==> config.mk <==
export PLATFORM = sky130hd
export DESIGN_NAME = touch_keypad_hold_decoder
export DESIGN_NICKNAME = d
export VERILOG_FILES = /design/src/rtl/khd_pkg.sv /design/src/rtl/khd_slot_mem.sv /design/src/rtl/khd_engine.sv /design/src/rtl/khd_out.sv /design/src/rtl/touch_keypad_hold_decoder.sv
export SDC_FILE = /design/constraint.sdc
export NUM_CORES = 2
export LEC_CHECK = 0
export BUFFER_PORTS_ARGS = -buffer_cell sky130_fd_sc_hd__buf_4
export CORE_ASPECT_RATIO = 1.4
export CORE_MARGIN = 8
export CORE_UTILIZATION = 45
export CTS_BUF_LIST = sky130_fd_sc_hd__clkbuf_8 sky130_fd_sc_hd__clkbuf_16
export CTS_CLUSTER_DIAMETER = 60
export CTS_CLUSTER_SIZE = 12
export DETAILED_ROUTE_END_ITERATION = 6
export PLACE_DENSITY_LB_ADDON = 0.2
export SLEW_MARGIN = 20
export SYNTH_ARGS = -nofsm -noshare
export SYNTH_HDL_FRONTEND = slang
export SYNTH_SLANG_ARGS = --single-unit
==> constraint.sdc <==
create_clock -name aclk -period 9.7 [get_ports aclk]
set_input_delay 0.97 -clock aclk [delete_from_list [all_inputs] [get_ports aclk]]
set_output_delay 0.97 -clock aclk [all_outputs]
set_load 0.1 [all_outputs]
==> src/rtl/khd_pkg.sv <==
`default_nettype none
// ============================================================================
// Touch keypad hold decoder package
// Shared widths, register indexes, state encoding and record types.
// ============================================================================
package khd_pkg;

    localparam int SLOT_COUNT_DEF = 16;

    localparam int ID_W      = 16;
    localparam int BYTE_W    = 8;
    localparam int MASK_W    = 16;
    localparam int TIME_W    = 48;
    localparam int HOLD_W    = 24;
    localparam int KEY_W     = 5;
    localparam int COUNT_W   = 5;
    localparam int S_TDATA_W = 80;
    localparam int M_TDATA_W = 32;
    localparam int CFG_IDX_W = 2;

    localparam logic [HOLD_W-1:0] HOLD_RESET = 24'd150000;
    localparam logic [KEY_W-1:0]  KEY_NONE   = 5'h1F;

    // Configuration register indexes.
    localparam logic [CFG_IDX_W-1:0] CFG_HOLD_TIME  = 2'd0;
    localparam logic [CFG_IDX_W-1:0] CFG_BYTE_ORDER = 2'd1;

    typedef enum logic [1:0] {
        ST_IDLE,
        ST_SEARCH,
        ST_EVAL,
        ST_EMIT
    } khd_state_t;

    // One slot of the table.
    typedef struct packed {
        logic [ID_W-1:0]   owner;
        logic [MASK_W-1:0] mask;
        logic [TIME_W-1:0] stamp;
    } entry_t;

    // Result handed from the engine to the output stage.
    typedef struct packed {
        logic [MASK_W-1:0] mask;
        logic              full;
    } res_t;

endpackage
`default_nettype wire

==> src/rtl/khd_slot_mem.sv <==
`default_nettype none
// ============================================================================
// Slot table memory
// One write port and one read port; the read data is registered.
// ============================================================================
module khd_slot_mem #(
    parameter int DEPTH = khd_pkg::SLOT_COUNT_DEF,
    parameter int IDX_W = 4
) (
    input  wire logic              aclk,
    input  wire logic              we,
    input  wire logic [IDX_W-1:0]  waddr,
    input  wire khd_pkg::entry_t   wdata,
    input  wire logic              re,
    input  wire logic [IDX_W-1:0]  raddr,
    output khd_pkg::entry_t        rdata
);
    import khd_pkg::*;

    entry_t mem [DEPTH];
    entry_t rdata_reg;

    always_ff @(posedge aclk) begin
        if (we) begin
            mem[waddr] <= wdata;
        end
    end

    always_ff @(posedge aclk) begin
        if (re) begin
            rdata_reg <= mem[raddr];
        end
    end

    assign rdata = rdata_reg;

endmodule
`default_nettype wire

==> src/rtl/khd_engine.sv <==
`default_nettype none
// ============================================================================
// Slot search and update engine
// Walks the claimed slots for the sensor id, claims a new slot or flags a
// full table, then applies the hold rule and writes the slot back when it changes.
// ============================================================================
module khd_engine #(
    parameter int SLOT_COUNT = khd_pkg::SLOT_COUNT_DEF,
    parameter int IDX_W      = 4,
    parameter int CNT_W      = 5
) (
    input  wire logic                          aclk,
    input  wire logic                          aresetn,
    input  wire logic                          s_tvalid,
    output logic                               s_tready,
    input  wire logic [khd_pkg::S_TDATA_W-1:0] s_tdata,
    input  wire logic [khd_pkg::HOLD_W-1:0]    hold_time,
    input  wire logic                          first_byte_high,
    output logic                               res_valid,
    input  wire logic                          res_ready,
    output khd_pkg::res_t                      res,
    output logic                               mem_we,
    output logic [IDX_W-1:0]                   mem_waddr,
    output khd_pkg::entry_t                    mem_wdata,
    output logic                               mem_re,
    output logic [IDX_W-1:0]                   mem_raddr,
    input  wire khd_pkg::entry_t               mem_rdata
);
    import khd_pkg::*;

    khd_state_t        state_reg, state_next;
    logic [ID_W-1:0]   id_reg, id_next;
    logic [MASK_W-1:0] raw_reg, raw_next;
    logic [TIME_W-1:0] now_reg, now_next;
    logic [IDX_W-1:0]  idx_reg, idx_next;
    logic [CNT_W-1:0]  fill_reg, fill_next;
    logic              hit_reg, hit_next;
    logic              full_reg, full_next;
    res_t              res_reg, res_next;

    logic [BYTE_W-1:0] b0, b1;
    logic [MASK_W-1:0] raw_in;
    logic [TIME_W-1:0] elapsed;
    logic              stretch;

    assign b0     = s_tdata[ID_W +: BYTE_W];
    assign b1     = s_tdata[ID_W+BYTE_W +: BYTE_W];
    assign raw_in = first_byte_high ? {b0, b1} : {b1, b0};

    // Elapsed time wraps modulo the width of the time stamp.
    assign elapsed = now_reg - mem_rdata.stamp;
    assign stretch = (mem_rdata.mask != '0) &&
                     (elapsed < {{(TIME_W-HOLD_W){1'b0}}, hold_time});

    always_ff @(posedge aclk) begin
        if (!aresetn) begin
            state_reg <= ST_IDLE;
            fill_reg  <= '0;
        end else begin
            state_reg <= state_next;
            fill_reg  <= fill_next;
        end
    end

    always_ff @(posedge aclk) begin
        id_reg   <= id_next;
        raw_reg  <= raw_next;
        now_reg  <= now_next;
        idx_reg  <= idx_next;
        hit_reg  <= hit_next;
        full_reg <= full_next;
        res_reg  <= res_next;
    end

    always_comb begin
        state_next = state_reg;
        id_next    = id_reg;
        raw_next   = raw_reg;
        now_next   = now_reg;
        idx_next   = idx_reg;
        fill_next  = fill_reg;
        hit_next   = hit_reg;
        full_next  = full_reg;
        res_next   = res_reg;
        s_tready   = 1'b0;
        res_valid  = 1'b0;
        mem_we     = 1'b0;
        mem_waddr  = idx_reg;
        mem_wdata  = mem_rdata;
        mem_re     = 1'b0;
        mem_raddr  = '0;

        unique case (state_reg)
            ST_IDLE: begin
                s_tready = 1'b1;
                if (s_tvalid) begin
                    id_next   = s_tdata[ID_W-1:0];
                    raw_next  = raw_in;
                    now_next  = s_tdata[ID_W+2*BYTE_W +: TIME_W];
                    idx_next  = '0;
                    hit_next  = 1'b0;
                    full_next = 1'b0;
                    if (fill_reg == '0) begin
                        state_next = ST_EVAL;
                    end else begin
                        mem_re     = 1'b1;
                        state_next = ST_SEARCH;
                    end
                end
            end
            ST_SEARCH: begin
                // The read data belongs to the slot at idx_reg.
                if (mem_rdata.owner == id_reg) begin
                    hit_next   = 1'b1;
                    state_next = ST_EVAL;
                end else if ((CNT_W'(idx_reg) + CNT_W'(1)) < fill_reg) begin
                    idx_next   = idx_reg + IDX_W'(1);
                    mem_re     = 1'b1;
                    mem_raddr  = idx_reg + IDX_W'(1);
                end else begin
                    state_next = ST_EVAL;
                    if (fill_reg < CNT_W'(SLOT_COUNT)) begin
                        idx_next = fill_reg[IDX_W-1:0];
                    end else begin
                        full_next = 1'b1;
                    end
                end
            end
            ST_EVAL: begin
                state_next = ST_EMIT;
                res_next.full = full_reg;
                res_next.mask = raw_reg;
                if (full_reg) begin
                    res_next.mask = raw_reg;
                end else if (!hit_reg) begin
                    mem_we          = 1'b1;
                    mem_wdata.owner = id_reg;
                    mem_wdata.mask  = raw_reg;
                    mem_wdata.stamp = (raw_reg != '0) ? now_reg : '0;
                    fill_next       = fill_reg + CNT_W'(1);
                end else if (raw_reg != '0) begin
                    mem_we          = 1'b1;
                    mem_wdata.owner = id_reg;
                    mem_wdata.mask  = raw_reg;
                    mem_wdata.stamp = now_reg;
                end else if (stretch) begin
                    res_next.mask = mem_rdata.mask;
                end else begin
                    mem_we         = 1'b1;
                    mem_wdata.mask = '0;
                    res_next.mask  = '0;
                end
            end
            ST_EMIT: begin
                res_valid = 1'b1;
                if (res_ready) begin
                    state_next = ST_IDLE;
                end
            end
            default: begin
                state_next = ST_IDLE;
            end
        endcase
    end

    assign res = res_reg;

    a_fill_bound: assert property (@(posedge aclk) disable iff (!aresetn)
        fill_reg <= CNT_W'(SLOT_COUNT))
        else $error("slot fill count beyond table size");

    a_fill_step: assert property (@(posedge aclk) disable iff (!aresetn)
        $past(aresetn) && (fill_reg != $past(fill_reg)) |->
            (fill_reg == $past(fill_reg) + CNT_W'(1)))
        else $error("slot fill count moved by more than one");

    a_read_claimed: assert property (@(posedge aclk) disable iff (!aresetn)
        mem_re |-> (CNT_W'(mem_raddr) < fill_reg))
        else $error("read of an unclaimed slot");

    a_write_eval: assert property (@(posedge aclk) disable iff (!aresetn)
        mem_we |-> (state_reg == ST_EVAL) && !full_reg)
        else $error("slot write outside the update step or with a full table");

endmodule
`default_nettype wire

==> src/rtl/khd_out.sv <==
`default_nettype none
// ============================================================================
// Result output stage
// Derives the lowest touched pad and touch count and holds the result in a
// register until the downstream transfer completes.
// ============================================================================
module khd_out (
    input  wire logic                          aclk,
    input  wire logic                          aresetn,
    input  wire logic                          res_valid,
    output logic                               res_ready,
    input  wire khd_pkg::res_t                 res,
    output logic                               m_tvalid,
    input  wire logic                          m_tready,
    output logic [khd_pkg::M_TDATA_W-1:0]      m_tdata,
    output logic                               m_tuser
);
    import khd_pkg::*;

    logic                 m_tvalid_reg, m_tvalid_next;
    logic [M_TDATA_W-1:0] tdata_reg;
    logic                 tuser_reg;
    logic [KEY_W-1:0]     lowest;
    logic [COUNT_W-1:0]   count;

    always_comb begin
        lowest = KEY_NONE;
        count  = '0;
        for (int i = MASK_W - 1; i >= 0; i--) begin
            if (res.mask[i]) begin
                lowest = KEY_W'(i);
                count  = count + COUNT_W'(1);
            end
        end
    end

    assign res_ready = !m_tvalid_reg || m_tready;

    always_comb begin
        m_tvalid_next = m_tvalid_reg;
        if (res_valid && res_ready) begin
            m_tvalid_next = 1'b1;
        end else if (m_tready) begin
            m_tvalid_next = 1'b0;
        end
    end

    always_ff @(posedge aclk) begin
        if (!aresetn) begin
            m_tvalid_reg <= 1'b0;
        end else begin
            m_tvalid_reg <= m_tvalid_next;
        end
    end

    always_ff @(posedge aclk) begin
        if (res_valid && res_ready) begin
            tdata_reg <= {{(M_TDATA_W-KEY_W-MASK_W-COUNT_W){1'b0}}, count, res.mask, lowest};
            tuser_reg <= res.full;
        end
    end

    assign m_tvalid = m_tvalid_reg;
    assign m_tdata  = tdata_reg;
    assign m_tuser  = tuser_reg;

endmodule
`default_nettype wire

==> src/rtl/touch_keypad_hold_decoder.sv <==
`default_nettype none
// ============================================================================
// Touch keypad hold decoder
// Per-keypad touch stretcher: joins the two key bytes into a pad mask and
// holds it per sensor in a slot table until the hold time has run out.
// ============================================================================
//  Channel  Dir  Payload
//  s_       in   tdata: sensor_id, first_byte, second_byte, now_us
//  m_       out  tdata: lowest_key, touch_mask, touch_count; tuser: table_full
//  cfg_     in   index 0 hold_time_us, index 1 first_byte_high
//
//  An item passes from its input transfer through the search, the update step
//  and the output stage to its result. The search reads one slot for each slot
//  up to and including the match, or every claimed slot (at most SLOT_COUNT)
//  for a new sensor or a full table, one slot a cycle through the single read port.
//  Items are handled one at a time; the output register lets the next input
//  transfer in while a result still waits for m_tready.
//  Reset clears the fill count, engine state and output valid and sets the config;
//  the slot memory is not cleared, as only claimed slots are ever read.
// ============================================================================
module touch_keypad_hold_decoder #(
    parameter int SLOT_COUNT = khd_pkg::SLOT_COUNT_DEF
) (
    input  wire logic                          aclk,
    input  wire logic                          aresetn,
    // [15:0] sensor_id, [23:16] first_byte, [31:24] second_byte, [79:32] now_us
    input  wire logic                          s_tvalid,
    output logic                               s_tready,
    input  wire logic [khd_pkg::S_TDATA_W-1:0] s_tdata,
    // [4:0] lowest_key, [20:5] touch_mask, [25:21] touch_count, rest zero
    output logic                               m_tvalid,
    input  wire logic                          m_tready,
    output logic [khd_pkg::M_TDATA_W-1:0]      m_tdata,
    // [0] table_full
    output logic                               m_tuser,
    input  wire logic                          cfg_valid,
    output logic                               cfg_ready,
    input  wire logic [khd_pkg::CFG_IDX_W-1:0] cfg_index,
    input  wire logic [khd_pkg::HOLD_W-1:0]    cfg_data
);
    import khd_pkg::*;

    localparam int IDX_W = (SLOT_COUNT > 1) ? $clog2(SLOT_COUNT) : 1;
    localparam int CNT_W = $clog2(SLOT_COUNT + 1);

    logic [HOLD_W-1:0] hold_time_reg;
    logic              byte_order_reg;
    logic              res_valid, res_ready;
    res_t              res;
    logic              mem_we, mem_re;
    logic [IDX_W-1:0]  mem_waddr, mem_raddr;
    entry_t            mem_wdata, mem_rdata;

    assign cfg_ready = 1'b1;

    // Writes to an index beyond the register list are dropped.
    always_ff @(posedge aclk) begin
        if (!aresetn) begin
            hold_time_reg  <= HOLD_RESET;
            byte_order_reg <= 1'b1;
        end else if (cfg_valid && cfg_ready) begin
            if (cfg_index == CFG_HOLD_TIME) begin
                hold_time_reg <= cfg_data;
            end else if (cfg_index == CFG_BYTE_ORDER) begin
                byte_order_reg <= cfg_data[0];
            end
        end
    end

    khd_engine #(
        .SLOT_COUNT (SLOT_COUNT),
        .IDX_W      (IDX_W),
        .CNT_W      (CNT_W)
    ) u_engine (
        .aclk            (aclk),
        .aresetn         (aresetn),
        .s_tvalid        (s_tvalid),
        .s_tready        (s_tready),
        .s_tdata         (s_tdata),
        .hold_time       (hold_time_reg),
        .first_byte_high (byte_order_reg),
        .res_valid       (res_valid),
        .res_ready       (res_ready),
        .res             (res),
        .mem_we          (mem_we),
        .mem_waddr       (mem_waddr),
        .mem_wdata       (mem_wdata),
        .mem_re          (mem_re),
        .mem_raddr       (mem_raddr),
        .mem_rdata       (mem_rdata)
    );

    khd_slot_mem #(
        .DEPTH (SLOT_COUNT),
        .IDX_W (IDX_W)
    ) u_slot_mem (
        .aclk  (aclk),
        .we    (mem_we),
        .waddr (mem_waddr),
        .wdata (mem_wdata),
        .re    (mem_re),
        .raddr (mem_raddr),
        .rdata (mem_rdata)
    );

    khd_out u_out (
        .aclk      (aclk),
        .aresetn   (aresetn),
        .res_valid (res_valid),
        .res_ready (res_ready),
        .res       (res),
        .m_tvalid  (m_tvalid),
        .m_tready  (m_tready),
        .m_tdata   (m_tdata),
        .m_tuser   (m_tuser)
    );

endmodule
`default_nettype wire
# ---- Word-level counts from Yosys, hierarchy flattened
# Memories as Yosys holds them, arrays and structs flattened. A register that Yosys moved wholly into a read port is not among the register bits.
# Index checks and enable logic that the tools add are counted.
dict set report classes {
  muxes 79
  magnitude_cmp 3
  n_reduce_logical 23
  n_eq_ne 13
  mul 0
  div_mod_pow 0
  shifts 0
  bitwise_logic 3
  addsub 19
}
# op count
set op_table {}
lappend op_table {{$mux 80} 3}
lappend op_table {{$mux 16} 6}
lappend op_table {{$mux 48} 2}
lappend op_table {{$mux 5} 16}
lappend op_table {{$add 5x1->5 const B} 15}
lappend op_table {{$mux 4} 14}
lappend op_table {{$lt 48x24->1} 1}
lappend op_table {{$sub 48x48->48} 1}
lappend op_table {{$reduce_bool 16->1} 2}
lappend op_table {{$mux 1} 22}
lappend op_table {{$eq 16x16->1} 1}
lappend op_table {{$reduce_or 15->1} 1}
lappend op_table {{$mux 2} 7}
lappend op_table {{$mux 3} 4}
lappend op_table {{$reduce_and 3->1} 4}
lappend op_table {{$ne 2x2->1 const B} 4}
lappend op_table {{$pmux 2 s4} 1}
lappend op_table {{$pmux 4 s2} 1}
lappend op_table {{$reduce_or 8->1} 1}
lappend op_table {{$pmux 1 s2} 3}
lappend op_table {{$add 4x1->5 const B} 1}
lappend op_table {{$logic_not 5->1} 1}
lappend op_table {{$lt 5x5->1} 1}
lappend op_table {{$lt 5x5->1 const B} 1}
lappend op_table {{18 further kinds} 27}
dict set report totals {
  wordCells 161
  rom_bits 0
  ram_bits 1280
  regBits 163
  latch_bits 0
  mem_count 1
  output_inout_bits 36
  inputBits 111
}
# memory depth word_bits rd rd_clocked_by_memory_dff write_ports line_no
set mem_list {}
lappend mem_list {u_slot_mem.mem 16 80 1 1 1 khd_slot_mem.sv:20} ;# entry_t mem [DEPTH];

# ---- Depth between registers and ports, before layout
dict set report depth {
  ltp_word 31
  ltp_mapped 43
}

# ---- Hierarchy
# From an unflattened synthesis, not the netlist that was laid out.
dict set report hier_totals {
  cells_unflattened 3520
  hier_area_um2 63873.8
}
# module n_inst area_per_inst_um2 cells_per_inst seq_area_each_um2
set modules_own_cells {}
lappend modules_own_cells {khd_slot_mem 1 50238.2 2054 40839.2}
lappend modules_own_cells {khd_engine 1 9561.7 1039 3233.1}
lappend modules_own_cells {khd_out 1 2930.3 312 830.8}
lappend modules_own_cells {touch_keypad_hold_decoder 1 1143.6 115 500.5}

# ---- Worst setup path before layout
# No wires, ideal clock.
dict set report synth_timing {
  path_type {reg2reg}
  from {register u_engine.idx_reg[0], in the netlist u_engine.mem_waddr[0]}
  to {register u_slot_mem.rdata[0] (netlist name)}
  path_buffers 6
  setup_slack_ps 2483
  t_arrival_ps 6671
  setup_ps 546
  required_time_ps 9154
  stages_incl_launch_ff 16
  period_less_slack_ps 7217
  path_cell_list {edfxtp_1 clkbuf_1 clkbuf_1 inv_1 clkbuf_1 clkbuf_1 ha_1 ha_1 a21o_1 a21oi_1 nor2b_1 o21ai_0 nand2b_1 clkbuf_1 clkbuf_1 o22ai_1}
}
dict set report synth_via {
  elab_chain_cells 5
  word_cells_on_any_way 9
}
# item line_no
set synth_lines {}
lappend synth_lines {{start, declared} khd_engine.sv:35} ;# logic [IDX_W-1:0] idx_reg, idx_next;
lappend synth_lines {{start signal, assigned} khd_engine.sv:69} ;# idx_reg <= idx_next;
lappend synth_lines {{$add 4x1->5} khd_engine.sv:116} ;# end else if ((CNT_W'(idx_reg) + CNT_W'(1)) < fill_reg) begin
lappend synth_lines {{$lt 5x5->1} khd_engine.sv:116}
lappend synth_lines {{$mux 1} khd_engine.sv:116}
lappend synth_lines {{$mux 1} khd_engine.sv:113} ;# if (mem_rdata.owner == id_reg) begin
lappend synth_lines {{$pmux 1 s2} khd_engine.sv:93} ;# unique case (state_reg)
lappend synth_lines {{named net mem_re} touch_keypad_hold_decoder.sv:50} ;# logic mem_we, mem_re;
# The timed path passes the listed nets, and every way through them passes these cells.
# A chain may end at the register's enable or synchronous reset.

# ---- Final worst setup path
dict set report layout_timing {
  from {register u_engine.res_reg (netlist bit u_engine.res[15])}
  to {register u_out.tdata_reg[25], in the netlist u_out.m_tdata[25] (data pin)}
}
dict set report layout_via {
  elab_chain_cells 29
}
# item line_no
set layout_lines {}
lappend layout_lines {{start, declared} khd_engine.sv:39} ;# res_t res_reg, res_next;
lappend layout_lines {{start signal, assigned} khd_engine.sv:72} ;# res_reg <= res_next;
lappend layout_lines {{$mux 5 *} khd_out.sv:30} ;# if (res.mask[i]) begin
lappend layout_lines {{$add 5x1->5} khd_out.sv:32} ;# count = count + COUNT_W'(1);
lappend layout_lines {{$mux 5 *} khd_out.sv:30}
lappend layout_lines {{$add 5x1->5} khd_out.sv:32}
lappend layout_lines {{$mux 5 *} khd_out.sv:30}
lappend layout_lines {{$add 5x1->5} khd_out.sv:32}
lappend layout_lines {{$mux 5 *} khd_out.sv:30}
lappend layout_lines {{$add 5x1->5} khd_out.sv:32}
lappend layout_lines {{(+14 left out)} -}
lappend layout_lines {{$mux 5 *} khd_out.sv:30}
lappend layout_lines {{$add 5x1->5} khd_out.sv:32}
lappend layout_lines {{$mux 5 *} khd_out.sv:30}
lappend layout_lines {{$add 5x1->5} khd_out.sv:32}
lappend layout_lines {{$mux 5 *} khd_out.sv:30}
lappend layout_lines {{$add 5x1->5} khd_out.sv:32}
lappend layout_lines {{$mux 5 *} khd_out.sv:30}
lappend layout_lines {{named net u_out.count[4]} khd_out.sv:24} ;# logic [COUNT_W-1:0] count;
lappend layout_lines {{end signal, assigned} khd_out.sv:58} ;# tdata_reg <= {{(M_TDATA_W-KEY_W-MASK_W-COUNT_W){1'b0}}, count, res.mask, lowest};
lappend layout_lines {{end, declared} khd_out.sv:21} ;# logic [M_TDATA_W-1:0] tdata_reg;
# The timed path passes the listed nets; every way through them passes the cells marked *.

==> impl_metrics.tcl <==
set metrics [dict create \
    first_pass_iters 6 \
    min_period_ns 8.09 \
    crit_slowest_cell "edfxtp_1" \
    drt-vias-per-instance 5.86 \
    synth.distinct_cells 79 \
    synth_top_area_cell "edfxtp_1" \
    drv_cap 0 \
    crit_required_ns 10.22 \
    crit_family "adder cells" \
    hold_violations 0 \
    cts.repair.resized 0 \
    p_sw_frac 0.375 \
    p_comb_frac 0.404 \
    yosys_warnings 0 \
    dpl_cell_area_sq_um 68800 \
    die_area_sq_um 159000 \
    status "complete, no violations" \
    grt_pass1_vias 41000 \
    grt_pass1_wl_mm 266 \
    grt.total_usage 0.219 \
    wl_per_cell_microns 24.9 \
    synthArstFlopShare 0 \
    fmaxAchievable_mhz 124 \
    port_buffers 139 \
    cts_setup_buffers 0 \
    cp_common_cell "ha_1" \
    syn_area_sq_um 65700 \
    cts-buffers-inserted 150 \
    p_sw_mw 8.90 \
    final_nets 5438 \
    slew_viol_final 0 \
    skew_ns 0.0330 \
    tns_ns 0 \
    start_util 0.451 \
    final_cell_area_sq_um 72900 \
    drive_gt1_frac 0.0936 \
    htree_num_levels 4 \
    drt_iter0_drc 4121 \
    cts_tree "yes" \
    finalSetupViolCount 0 \
    largest_register_ffs 1280 \
    synth.ff_latch_count 1523 \
    cp_num_buf_inv 3 \
    rsz0062_at_grt "no" \
    insertion_delay_ns 0.79 \
    synth_area_per_cell_sq_um 12.6 \
    grt_max_degree 177 \
    worst_pin_slew_ns 1.14 \
    ant_nets 0 \
    grt-ovfl-total 0 \
    ioPinCount 147 \
    crit_start "u_engine.res[15]" \
    grt_antenna_before_repair 9 \
    p_per_area_nw_per_um2 326 \
    die_h_microns 468 \
    cts.sinks 1523 \
    p_clk_frac 0.220 \
    synth_edf_count 1490 \
    vias 42200 \
    coreArea_sq_um 146000 \
    yosysTopAreaCellShare 0.681 \
    holdBufCountCts 0 \
    dieWidth_microns 339 \
    arrival_ns 8.61 \
    rr_startpoint "u_engine.res[15]" \
    ys_seq_area_frac 0.691 \
    dpl.hpwl_mm 103 \
    synth_area_leaders "edfxtp_1 68%, nand2_1 6.2%, nand3_1 4.5%, ha_1 1.9%, clkbuf_1 1.8%" \
    period_share 0.834 \
    syn_to_final_growth_pct 11.0 \
    hold_start "s_tdata[70]" \
    synth_flop_cell "edfxtp_1" \
    rows 166 \
    start_kind "flip-flop" \
    cts_buffer_depth 3 \
    worstSetupPathType "reg -> reg" \
    internal_power_mw 14.9 \
    gp_congestion 0.906 \
    p_seq_frac 0.376 \
    relSlewSlack 0.235 \
    root_buffer "clkbuf_16" \
    min_path_type "in -> reg" \
    cpPeakStageDelay_ns 0.44 \
    static-leakage-power_nw 25.2 \
    cp-end-kind "flip-flop" \
    cp_max_fo 7 \
    ir_worst_vdd_v 0.000735 \
    drt_wl_total_mm 179 \
    drc_errors 0 \
    netlist_instances 5195 \
    clk_pin_slew_ns 0.06 \
]
worst register-to-register path: cells and delay by family (launching register included):
| family | cells | cell delay (ns) |
|---|---|---|
| adders and majority gates | 8 | 2.37 |
| AOI/OAI and AO/OA | 12 | 1.89 |
| xor gates and xnor gates | 9 | 1.74 |
| muxes | 3 | 0.67 |
| and+or+nand+nor | 7 | 0.53 |
| DFF | 1 | 0.44 |
| buffers and inverters | 3 | 0.23 |
metrics by stage:
stage,util,power [mW],std cells,hold WS (ns),setup slack [ns]
4_1_cts,0.501,23.9,7198,0.304,1.53
2_1_floorplan,-,16.0,5200,0.400,2.48
3_3_place_gp,0.472,18.6,7005,0.409,1.61
6_report,0.501,23.8,7202,0.364,1.61
5_1_grt,0.501,25.0,7199,0.331,0.890
3_5_place_dp,0.472,18.6,7005,0.415,1.57
final cells by class:
| cell class | instances | area, sq um |
|---|---|---|
| clock inverters | 38 | 273 |
| diodes | 4 | 10.0 |
| repair buffers | 217 | 1730 |
| clock buffers | 155 | 3880 |
| inverters | 120 | 468 |
| flip-flops and latches | 1523 | 45400 |
| well taps | 1932 | 2420 |
| multi-input cells | 3213 | 18800 |
| fillers | 12400 | 72700 |
cells in the mapped netlist, types with 31 or more instances:
library cell,instances
edfxtp_1,1490
nand2_1,1077
nand3_1,595
clkbuf_1,311
o21ai_0,218
a21oi_1,154
nor2_1,140
inv_1,118
mux2i_1,107
ha_1,101
a31oi_1,87
a32oi_1,81
o311a_1,81
xnor2_1,55
a22o_1,51
xor2_1,47
a21o_1,46
mux2_2,34
dfxtp_1,33
o21bai_1,31
cell usage in the layout (no fill, tap or decap), drive strengths merged, types with 7 or more instances in the layout:
cell type,n
a211oi,15
a32oi,81
nand4,21
inv,147
nor2,140
o21ai,218
dfxtp,33
nand3,596
a31oi,87
a22o,51
and2,17
and4,10
nand4b,18
nor4,17
mux2,34
edfxtp,1490
xnor2,59
xor2,48
clkinv,9
nor3,19
conb,7
o211ai,20
o21bai,31
buf,217
a21oi,154
nor2b,11
a21o,46
ha,101
mux2i,107
nand2,1077
a21boi,20
o21a,9
clkbuf,155
o311a,81
nand2b,10
and3,20
power by group through the flow:
| stage | clock network (mW) | logic [mW] | registers, mW |
|---|---|---|---|
| floorplan | 0 | 6.95 | 9.04 |
| global placement | 0 | 9.50 | 9.06 |
| detailed placement | 0 | 9.58 | 9.06 |
| CTS | 5.33 | 9.62 | 8.93 |
| global route | 5.55 | 10.5 | 8.98 |
| finish | 5.23 | 9.59 | 8.94 |
final timing paths:
kind                            slack (ns)              endpoint  cells past startpoint
worst max-delay path                  1.61     u_out.m_tdata[25]                     42
worst min-delay path                  0.36  u_engine.now_reg[38]                      1
worst max register to register        1.61     u_out.m_tdata[25]                     42
worst min register to register        0.43         u_out.m_tuser                      0
kinds of logic after synthesis:
kind of cell / Yosys count / share of synthesized area
buffers and inverters: 464 / 0.0271
other: 2 / 0.000114
adders and majority gates: 102 / 0.0195
xor gates and xnor gates: 112 / 0.0172
and+or+nand+nor: 1988 / 0.133
AOI/OAI and AO/OA: 863 / 0.0896
DFF: 1523 / 0.691
muxes: 141 / 0.0221
routing by layer:
metal  share of wire  global-route usage  up-vias
met1            0.42               0.296    21100
li1                -                   -    19300
met4           0.027              0.0682        2
met2            0.48               0.363     1505
met5        0.000073                   0        -
met3           0.073              0.0387      275
Note: power is estimated with default switching activity, not from simulation.
